[src/hdl/stb_pkg.sv]
package stb_pkg;

  localparam int NUM_TIMERS = 16;
  localparam int IDX_W      = (NUM_TIMERS > 1) ? $clog2(NUM_TIMERS) : 1;

  localparam logic [1:0] FUNC_START = 2'd0;
  localparam logic [1:0] FUNC_STOP  = 2'd1;
  localparam logic [1:0] FUNC_TICK  = 2'd2;

  localparam logic [1:0] KIND_STARTED = 2'd0;
  localparam logic [1:0] KIND_FAILED  = 2'd1;
  localparam logic [1:0] KIND_EXPIRED = 2'd2;

  typedef enum logic [1:0] {
    ST_IDLE,
    ST_READ,
    ST_CHECK,
    ST_FLUSH
  } state_t;

  typedef struct packed {
    logic [31:0] start_time;
    logic [15:0] length;
    logic [31:0] user_word;
  } slot_rec_t;

  typedef struct packed {
    logic             wr_en;
    logic             rd_en;
    logic [IDX_W-1:0] addr;
    slot_rec_t        wr_data;
  } ram_req_t;

endpackage

[src/hdl/stb_slot_ram.sv]
module stb_slot_ram (
  input  logic                clk,
  input  stb_pkg::ram_req_t   req,
  output stb_pkg::slot_rec_t  rd_data
);

  stb_pkg::slot_rec_t mem [stb_pkg::NUM_TIMERS];

  always_ff @(posedge clk) begin
    if (req.wr_en) begin
      mem[req.addr] <= req.wr_data;
    end
    if (req.rd_en) begin
      rd_data <= mem[req.addr];
    end
  end

endmodule

[src/hdl/stb_ctrl.sv]
module stb_ctrl (
  input  logic                         clk,
  input  logic                         rst,
  input  logic                         in_valid,
  output logic                         in_stall,
  input  logic [1:0]                   func,
  input  logic [15:0]                  duration,
  input  logic [3:0]                   timer_id,
  input  logic [31:0]                  tag,
  output logic                         out_valid,
  input  logic                         out_stall,
  output logic [1:0]                   kind,
  output logic [3:0]                   slot_number,
  output logic [31:0]                  user_word,
  output logic                         last,
  output stb_pkg::ram_req_t            ram_req,
  input  stb_pkg::slot_rec_t           ram_rd
);

  stb_pkg::state_t                    state, state_next;
  logic [stb_pkg::IDX_W-1:0]          idx, idx_next;
  logic [stb_pkg::NUM_TIMERS-1:0]     busy, busy_next;
  logic [31:0]                        tick_count, tick_count_next;
  logic                               pend_valid, pend_valid_next;
  logic [stb_pkg::IDX_W-1:0]          pend_slot, pend_slot_next;
  logic [31:0]                        pend_word, pend_word_next;
  logic                               out_valid_next;
  logic [1:0]                         kind_next;
  logic [3:0]                         slot_number_next;
  logic [31:0]                        user_word_next;
  logic                               last_next;

  logic                               accept;
  logic                               out_can;
  logic                               free_any;
  logic [stb_pkg::IDX_W-1:0]          free_slot;
  logic [31:0]                        elapsed;
  logic                               hit;

  always_comb begin
    free_any  = 1'b0;
    free_slot = '0;
    for (int i = stb_pkg::NUM_TIMERS - 1; i >= 0; i--) begin
      if (!busy[i]) begin
        free_any  = 1'b1;
        free_slot = stb_pkg::IDX_W'(i);
      end
    end
  end

  assign elapsed = tick_count - ram_rd.start_time;
  assign hit     = busy[idx] && (elapsed >= {16'd0, ram_rd.length});
  assign out_can = !out_valid || !out_stall;

  always_comb begin
    state_next       = state;
    idx_next         = idx;
    busy_next        = busy;
    tick_count_next  = tick_count;
    pend_valid_next  = pend_valid;
    pend_slot_next   = pend_slot;
    pend_word_next   = pend_word;
    out_valid_next   = out_valid && out_stall;
    kind_next        = kind;
    slot_number_next = slot_number;
    user_word_next   = user_word;
    last_next        = last;
    ram_req          = '0;
    in_stall         = (state != stb_pkg::ST_IDLE) || (out_valid && out_stall);
    accept           = in_valid && !in_stall;

    unique case (state)
      stb_pkg::ST_IDLE: begin
        if (accept) begin
          unique case (func)
            stb_pkg::FUNC_START: begin
              out_valid_next = 1'b1;
              last_next      = 1'b1;
              user_word_next = '0;
              if (free_any) begin
                busy_next[free_slot]       = 1'b1;
                ram_req.wr_en              = 1'b1;
                ram_req.addr               = free_slot;
                ram_req.wr_data.start_time = tick_count;
                ram_req.wr_data.length     = duration;
                ram_req.wr_data.user_word  = tag;
                kind_next                  = stb_pkg::KIND_STARTED;
                slot_number_next           = 4'(free_slot);
              end else begin
                kind_next        = stb_pkg::KIND_FAILED;
                slot_number_next = '0;
              end
            end
            stb_pkg::FUNC_STOP: begin
              if ({1'b0, timer_id} < 5'(stb_pkg::NUM_TIMERS)) begin
                busy_next[stb_pkg::IDX_W'(timer_id)] = 1'b0;
              end
            end
            stb_pkg::FUNC_TICK: begin
              tick_count_next = tick_count + 32'd1;
              idx_next        = '0;
              pend_valid_next = 1'b0;
              state_next      = stb_pkg::ST_READ;
            end
            default: begin
            end
          endcase
        end
      end
      stb_pkg::ST_READ: begin
        ram_req.rd_en = 1'b1;
        ram_req.addr  = idx;
        state_next    = stb_pkg::ST_CHECK;
      end
      stb_pkg::ST_CHECK: begin
        if (!(hit && pend_valid && !out_can)) begin
          if (hit) begin
            if (pend_valid) begin
              out_valid_next   = 1'b1;
              kind_next        = stb_pkg::KIND_EXPIRED;
              slot_number_next = 4'(pend_slot);
              user_word_next   = pend_word;
              last_next        = 1'b0;
            end
            busy_next[idx]  = 1'b0;
            pend_valid_next = 1'b1;
            pend_slot_next  = idx;
            pend_word_next  = ram_rd.user_word;
          end
          if (idx == stb_pkg::IDX_W'(stb_pkg::NUM_TIMERS - 1)) begin
            state_next = stb_pkg::ST_FLUSH;
          end else begin
            idx_next   = idx + 1'b1;
            state_next = stb_pkg::ST_READ;
          end
        end
      end
      stb_pkg::ST_FLUSH: begin
        if (!pend_valid) begin
          state_next = stb_pkg::ST_IDLE;
        end else if (out_can) begin
          out_valid_next   = 1'b1;
          kind_next        = stb_pkg::KIND_EXPIRED;
          slot_number_next = 4'(pend_slot);
          user_word_next   = pend_word;
          last_next        = 1'b1;
          pend_valid_next  = 1'b0;
          state_next       = stb_pkg::ST_IDLE;
        end
      end
      default: begin
        state_next = stb_pkg::ST_IDLE;
      end
    endcase
  end

  always_ff @(posedge clk) begin
    if (rst) begin
      state      <= stb_pkg::ST_IDLE;
      idx        <= '0;
      busy       <= '0;
      tick_count <= '0;
      pend_valid <= 1'b0;
      out_valid  <= 1'b0;
    end else begin
      state      <= state_next;
      idx        <= idx_next;
      busy       <= busy_next;
      tick_count <= tick_count_next;
      pend_valid <= pend_valid_next;
      out_valid  <= out_valid_next;
    end
  end

  always_ff @(posedge clk) begin
    pend_slot   <= pend_slot_next;
    pend_word   <= pend_word_next;
    kind        <= kind_next;
    slot_number <= slot_number_next;
    user_word   <= user_word_next;
    last        <= last_next;
  end

endmodule

[src/hdl/software_timer_bank_unit.sv]
// Channel   Direction  Handshake            Payload
// input     in         in_valid / in_stall  func, duration, timer_id, tag
// result    out        out_valid / out_stall kind, slot_number, user_word, last
//
// A start or a stop is done on acceptance; a start result appears in the next cycle.
// A tick scans all sixteen slots, each slot passing a read state and a check
// state on the slot memory read port, and the scan ends in a flush state.
// Reset clears the busy flags, the tick count and the handshake state.
// A stalled result holds the scan; a new item is taken only once the scan ends
// and the result register is free or being taken.
module software_timer_bank_unit (
  input  logic        clk,
  input  logic        rst,
  input  logic        in_valid,
  output logic        in_stall,
  input  logic [1:0]  func,
  input  logic [15:0] duration,
  input  logic [3:0]  timer_id,
  input  logic [31:0] tag,
  output logic        out_valid,
  input  logic        out_stall,
  output logic [1:0]  kind,
  output logic [3:0]  slot_number,
  output logic [31:0] user_word,
  output logic        last
);

  stb_pkg::ram_req_t  ram_req;
  stb_pkg::slot_rec_t ram_rd;

  stb_slot_ram u_ram (
    .clk     (clk),
    .req     (ram_req),
    .rd_data (ram_rd)
  );

  stb_ctrl u_ctrl (
    .clk         (clk),
    .rst         (rst),
    .in_valid    (in_valid),
    .in_stall    (in_stall),
    .func        (func),
    .duration    (duration),
    .timer_id    (timer_id),
    .tag         (tag),
    .out_valid   (out_valid),
    .out_stall   (out_stall),
    .kind        (kind),
    .slot_number (slot_number),
    .user_word   (user_word),
    .last        (last),
    .ram_req     (ram_req),
    .ram_rd      (ram_rd)
  );

endmodule

[config.mk]
export PLATFORM = sky130hd
export DESIGN_NAME = software_timer_bank_unit
export DESIGN_NICKNAME = d
export VERILOG_FILES = /design/src/hdl/stb_pkg.sv /design/src/hdl/stb_slot_ram.sv /design/src/hdl/stb_ctrl.sv /design/src/hdl/software_timer_bank_unit.sv
export SDC_FILE = /design/constraint.sdc
export NUM_CORES = 2
export LEC_CHECK = 0
export ABC_AREA = 1
export BUFFER_PORTS_ARGS = -buffer_cell sky130_fd_sc_hd__buf_4
export CORE_MARGIN = 2
export CORE_UTILIZATION = 49
export CTS_BUF_LIST = sky130_fd_sc_hd__clkbuf_2
export DETAILED_ROUTE_END_ITERATION = 8
export GPL_ROUTABILITY_DRIVEN = 0
export PLACE_DENSITY = 0.72
export SYNTH_ARGS = -nofsm -noshare
export SYNTH_HDL_FRONTEND = slang
export SYNTH_HIERARCHICAL = 1
export SYNTH_SLANG_ARGS = --single-unit
[constraint.sdc]
create_clock -name clk -period 17.7 [get_ports clk]
set_input_delay 3.54 -clock clk [delete_from_list [all_inputs] [get_ports clk]]
set_output_delay 3.54 -clock clk [all_outputs]
set_load 0.02 [all_outputs]
After elaboration in Yosys (flattened, before gate mapping)
Memory sizes are Yosys's and may differ from the RTL's. A register that Yosys moved wholly into a read port is not among the register bits.
Cells that the tools add are included.
{"block": "word_totals", "ram_bits": 1280, "mem_count": 1, "regBits": 131, "wordCells": 192, "out_inout_bits": 41, "input_bits": 58}
{"name": "u_ram.mem", "words": 16, "word_bits": 80, "rd": 1, "rd_ports_with_merged_regs": 1, "write_ports": 1, "line": "stb_slot_ram.sv:7", "rtl": "stb_pkg::slot_rec_t mem [stb_pkg::NUM_TIMERS];"}
{"block": "classes", "eq_ne": 18, "reduce_logical": 26, "addsub": 3, "bitwise_logic": 6, "muxes": 119, "n_lt_le_gt_ge": 7}
{"op": "84-bit 2-to-1 mux", "count": 3}
{"op": "32-bit 2-to-1 mux", "count": 7}
{"op": "4-bit 2-to-1 mux", "count": 28}
{"op": "32-bit one-hot mux with 3 select lines", "count": 1}
{"op": "80-bit 2-to-1 mux", "count": 1}
{"op": "16-bit 2-to-1 mux", "count": 4}
{"op": "16-bit one-hot mux with 2 select lines", "count": 2}
{"op": "1-bit 2-to-1 mux", "count": 48}
{"op": "32-bit by 1-bit adder with 32-bit output, second input constant", "count": 1}
{"op": "16-bit AND", "count": 2}
{"op": "32-bit by 16-bit >= comparator with 1-bit output", "count": 1}
{"op": "16-bit inverter", "count": 2}
{"op": "32-bit subtractor", "count": 1}
{"op": "2-bit 2-to-1 mux", "count": 13}
{"op": "16-bit OR", "count": 1}
{"op": "4-bit one-hot mux with 2 select lines", "count": 2}
{"op": "4-bit by 5-bit less-than comparator with 1-bit output, second input constant", "count": 3}
{"op": "1-bit demux with 4-bit select", "count": 3}
{"op": "4-bit by 1-bit >= comparator with 1-bit output, second input constant", "count": 3}
{"op": "4-bit one-hot mux with 3 select lines", "count": 1}
{"op": "2-bit by 1-bit != test with 1-bit output, second input constant", "count": 5}
{"op": "5-bit AND reduction", "count": 2}
{"op": "1-bit one-hot mux with 3 select lines", "count": 3}
{"op": "1-bit logical AND", "count": 8}
{"op": "other kinds (20)", "count": 34}

Longest topological paths before layout
{"block": "logic_depth", "depth_word": 25, "depth_mapped": 28, "depth_no_buf": 28}

By module
The synthesis kept the hierarchy.
{"module": "stb_slot_ram", "instances": 1, "cells_per_inst": 5237, "seq_area_each_um2": 40839.2, "area_per_inst_um2": 55869.8}
{"module": "stb_ctrl", "instances": 1, "cells_per_inst": 1541, "seq_area_each_um2": 3373.2, "area_per_inst_um2": 10010.9}

Worst setup path before layout
Ideal clock, no wire load.
{"block": "synth_timing", "kind": "in2reg", "startpoint": "input out_stall", "endpoint": "memory u_ram/mem[6][0] (netlist name) (enable)", "slack_ps": 8550, "path_stages": 13, "required_time_ps": 17181, "setup_ps": 519, "arrival_ps": 8632, "n_path_buf": 4, "cell_sequence": "nand2_2 > nand3_2 > inv_1 > nand2_1 > nor2_1 > inv_1 > clkbuf_1 > o22ai_1 > buf_2 > clkbuf_1 > buf_2 > nand3_1 > nor2_1"}
{"element": "from (decl)", "line": "software_timer_bank_unit.sv:21", "rtl": "input logic out_stall,"}
{"element": "to (decl)", "line": "stb_slot_ram.sv:7"}

==> out/results.tsv <==
stage	metric	value	unit
place	dp_hpwl	87.79	mm
cells_and_area	regArea	0.04421	mm²
flow_run	maxCapViolCount	0	
setup_path	critPathLaunch	out_stall	
cells_and_area	drive_above_1_share	0.1085	
cells_and_area	fin_area	0.07120	mm²
setup_path	r2r-start	u_ctrl/busy[8]	
drt	drt_iter0_drc	4539	
cells_and_area	area_delta_synth_final	8.070	%
power_and_ir_drop	ir_worst_vdd	0.07000	mV
yosys	syn_inst	6778	
setup_path	cp-start-kind	input port	
place	numPortBuffers	98	
yosys	syn_nets	6893	
timing	tns	0	ps
yosys	synth_edf_count	1435	
setup_path	critPathMaxFanout	135	
clock_network	clk-insertion-delay-late	1710	ps
clock_network	cts_setup_buffers	0	
drt	routed_wl	158.6	mm
clock_network	clock_path_buffers	4	
timing	worst_pin_slew	1298	ps
setup_path	endpoint_kind	flop	
timing	relSlewSlack	0.1314	
cells_and_area	final_nets	7164	
place	placed_cell_area	0.06805	mm²
drt	drt_pass1_iterations	6	
global_route	grt_max_degree	184	
global_route	grt_pass1_wl	244.5	mm
yosys	synth_top_family_by_area	simple AND/OR/NAND/NOR gates	
yosys	ys_warn_count	6	
drt	top_layer	met5	
timing	rsz0062_at_grt	no	
power_and_ir_drop	power.density	97.32	mW/mm²
clock_network	cts_tree	yes	
setup_path	crit_type	in2reg	
timing	period_minus_slack	8047	ps
floorplanning	die-area	0.1374	mm²
drt	ant_nets	0	
floorplanning	design.core.area	0.1335	mm²
clock_network	cts_buffers	380	
yosys	async_flop_share	0	
floorplanning	initial_utilization	0.4936	
floorplanning	die_w	370.7	µm
yosys	synth.avg_cell_area	9.720	µm²
global_route	antenna_found_initial	3	
timing	max_freq	124.3	MHz
cells_and_area	fillCellCount	11761	
global_route	track_usage	0.2301	
setup_path	required	18880	ps
clock_network	cts_resized	0	
global_route	grt_pass1_vias	43999	
global_route	grt.overflow.total	0	
cells_and_area	multiInputGateArea	0.01841	mm²
floorplanning	die_h	370.7	µm
yosys	ys_types	49	
drt	wl_per_cell	17.47	µm
timing	fin_crit_sh	0.4546	
yosys	synth_adder_area_share	0.01094	
clock_network	clkTransAtPathRegs	100	ps
yosys	ys_seq_elements	1491	
setup_path	cp.arrival	9230	ps
timing	finClkSkew	159.3	ps
floorplanning	rows	134	
clock_network	cts_root_buf	clkbuf_2	
drt	route.met3.wl	13.12	mm
hold_path	hold_class	reg2reg	
drt	drc_errors	0	
drt	avgViaCountPerCell	5.074	
timing	setup_violations	0	
hold_path	holdCritStartpoint	u_ram/rd_data[1]	
drt	met1_length	68.35	mm
yosys	synthMuxAreaShare	0	
timing	slew_viol_final	0	
drt	vias	46065	
yosys	synth-compound-area-share	0.01417	
yosys	synth_seq_area_share	0.6711	
timing	hold_viol	0	
clock_network	clkSinkCount	1491	
power_and_ir_drop	leakagePower	31.39	nW
outcome	status	finished clean	
floorplanning	ioPinCount	99	
clock_network	cts_hold_buf	0	
yosys	syn_area	0.06588	mm²
clock_network	ctsHtreeMaxLevel	5	
yosys	ys_dominant_reg_cell	edfxtp_1	
yosys	yosys.area_share.simple	0.2490	
drt	met2_length	73.85	mm
yosys	synth-xor-area-share	0.002393	
[Yosys cell counts, types with 7 or more instances]
cell type  number  area share
nor2_2          9     0.00085
nand4_1        16      0.0015
nor4_1          8     0.00076
buf_1          21      0.0012
a21oi_1        78      0.0059
xor2_1         17      0.0023
clkbuf_1       62      0.0035
dfxtp_1        56       0.017
o21bai_1       13      0.0015
a31oi_1         7     0.00066
nand2_2        10     0.00095
nand2_1      3835        0.22
o21ai_0        50      0.0038
nor3_1         28      0.0021
ha_1           56       0.011
nor2_1        252       0.014
inv_2           7     0.00040
buf_2         144       0.011
edfxtp_1     1435        0.65
buf_4          14      0.0016
buf_6          35      0.0060
inv_1         496       0.028
nand3_1        75      0.0057
[through the flow]
stage          setup WS, ps  utilization  power, mW  cells  hold slack [ps]
2_1_floorplan          8550            -      4.597   6778            400.3
3_3_place_gp           8234       0.5099      4.814   8435            403.0
3_5_place_dp           8087       0.5099      4.830   8435            404.5
4_1_cts                9881       0.5334      6.993   9075            356.8
5_1_grt                9534       0.5335      7.278   9079            382.2
6_report               9653       0.5335      6.929   9079            354.7
[worst max-delay path, cell delays in order]
cell	delay, ps
buf_4	80
nand2_2	100
nand3_2	130
inv_1	50
nand2_1	140
nor2_1	220
inv_4	390
o22ai_4	120
buf_4	390
inv_8	650
buf_4	910
nand3_1	540
nor2_4	750
buf_4	950
[cells by family after synthesis]
logic type	Yosys count
buf+inv	783
fa+ha+maj	57
simple gates	4261
compound gates	168
flops	1491
xor+xnor	18
[flip-flops by register name, indices dropped and copies added (netlist names), 2 cells and up]
signal	count
u_ctrl/pend_word	32
u_ctrl/pend_slot	4
u_ctrl/idx	4
u_ram/mem	1280
u_ctrl/tick_count	32
u_ctrl/state	2
u_ctrl/slot_number	4
u_ram/rd_data	80
u_ctrl/kind	2
u_ctrl/user_word	32
u_ctrl/busy	16
[path summary, 6_finish.rpt]
kind / to / slack [ps] / depth (start not counted)
max reg2reg: u_ram/mem[0][33] / 10470 / 13
min: u_ctrl/pend_word[1] / 350 / 0
max: u_ram/mem[0][33] / 9650 / 14
min reg2reg: u_ctrl/pend_word[1] / 350 / 0
[placed cells by master, fill, tap and decap left out, types with 8 or more instances in the layout]
cell and count:
nand2_1 3835, edfxtp_1 1435, clkbuf_2 539, inv_1 495
nor2_1 233, buf_4 164, clkinv_1 87, a21oi_1 78
nand3_1 75, dfxtp_1 56, ha_1 55, o21ai_0 50
nor3_1 27, nor2_4 22, xor2_1 17, nand4_1 16
o21bai_1 13, nand2_2 10, clkinv_2 9, nor2_2 9
inv_2 8
[cell type report]
cell class,count,share of cell area
Timing Repair Buffer,167,0.01814
Sequential cell,1491,0.6210
Clock buffer,539,0.03789
Antenna cell,4,0.0001406
Clock inverter,101,0.006221
Tap cell,1768,0.03107
Inverter,505,0.02694
Multi-Input combinational cell,4504,0.2586
[per-layer routing]
layer / up-vias / track usage
li1: 22395 / -
met1: 21592 / 0.3177
met2: 1850 / 0.3647
met3: 226 / 0.04977
met4: 2 / 0.07326
met5: - / 0
[where the power goes]
group / internal, mW / total, mW / switching, mW
Clock: 0.838 / 2.17 / 1.33
Sequential: 3.93 / 3.98 / 0.0498
Combinational: 0.218 / 0.783 / 0.565
No activity file was read; power rests on OpenSTA's default activity.
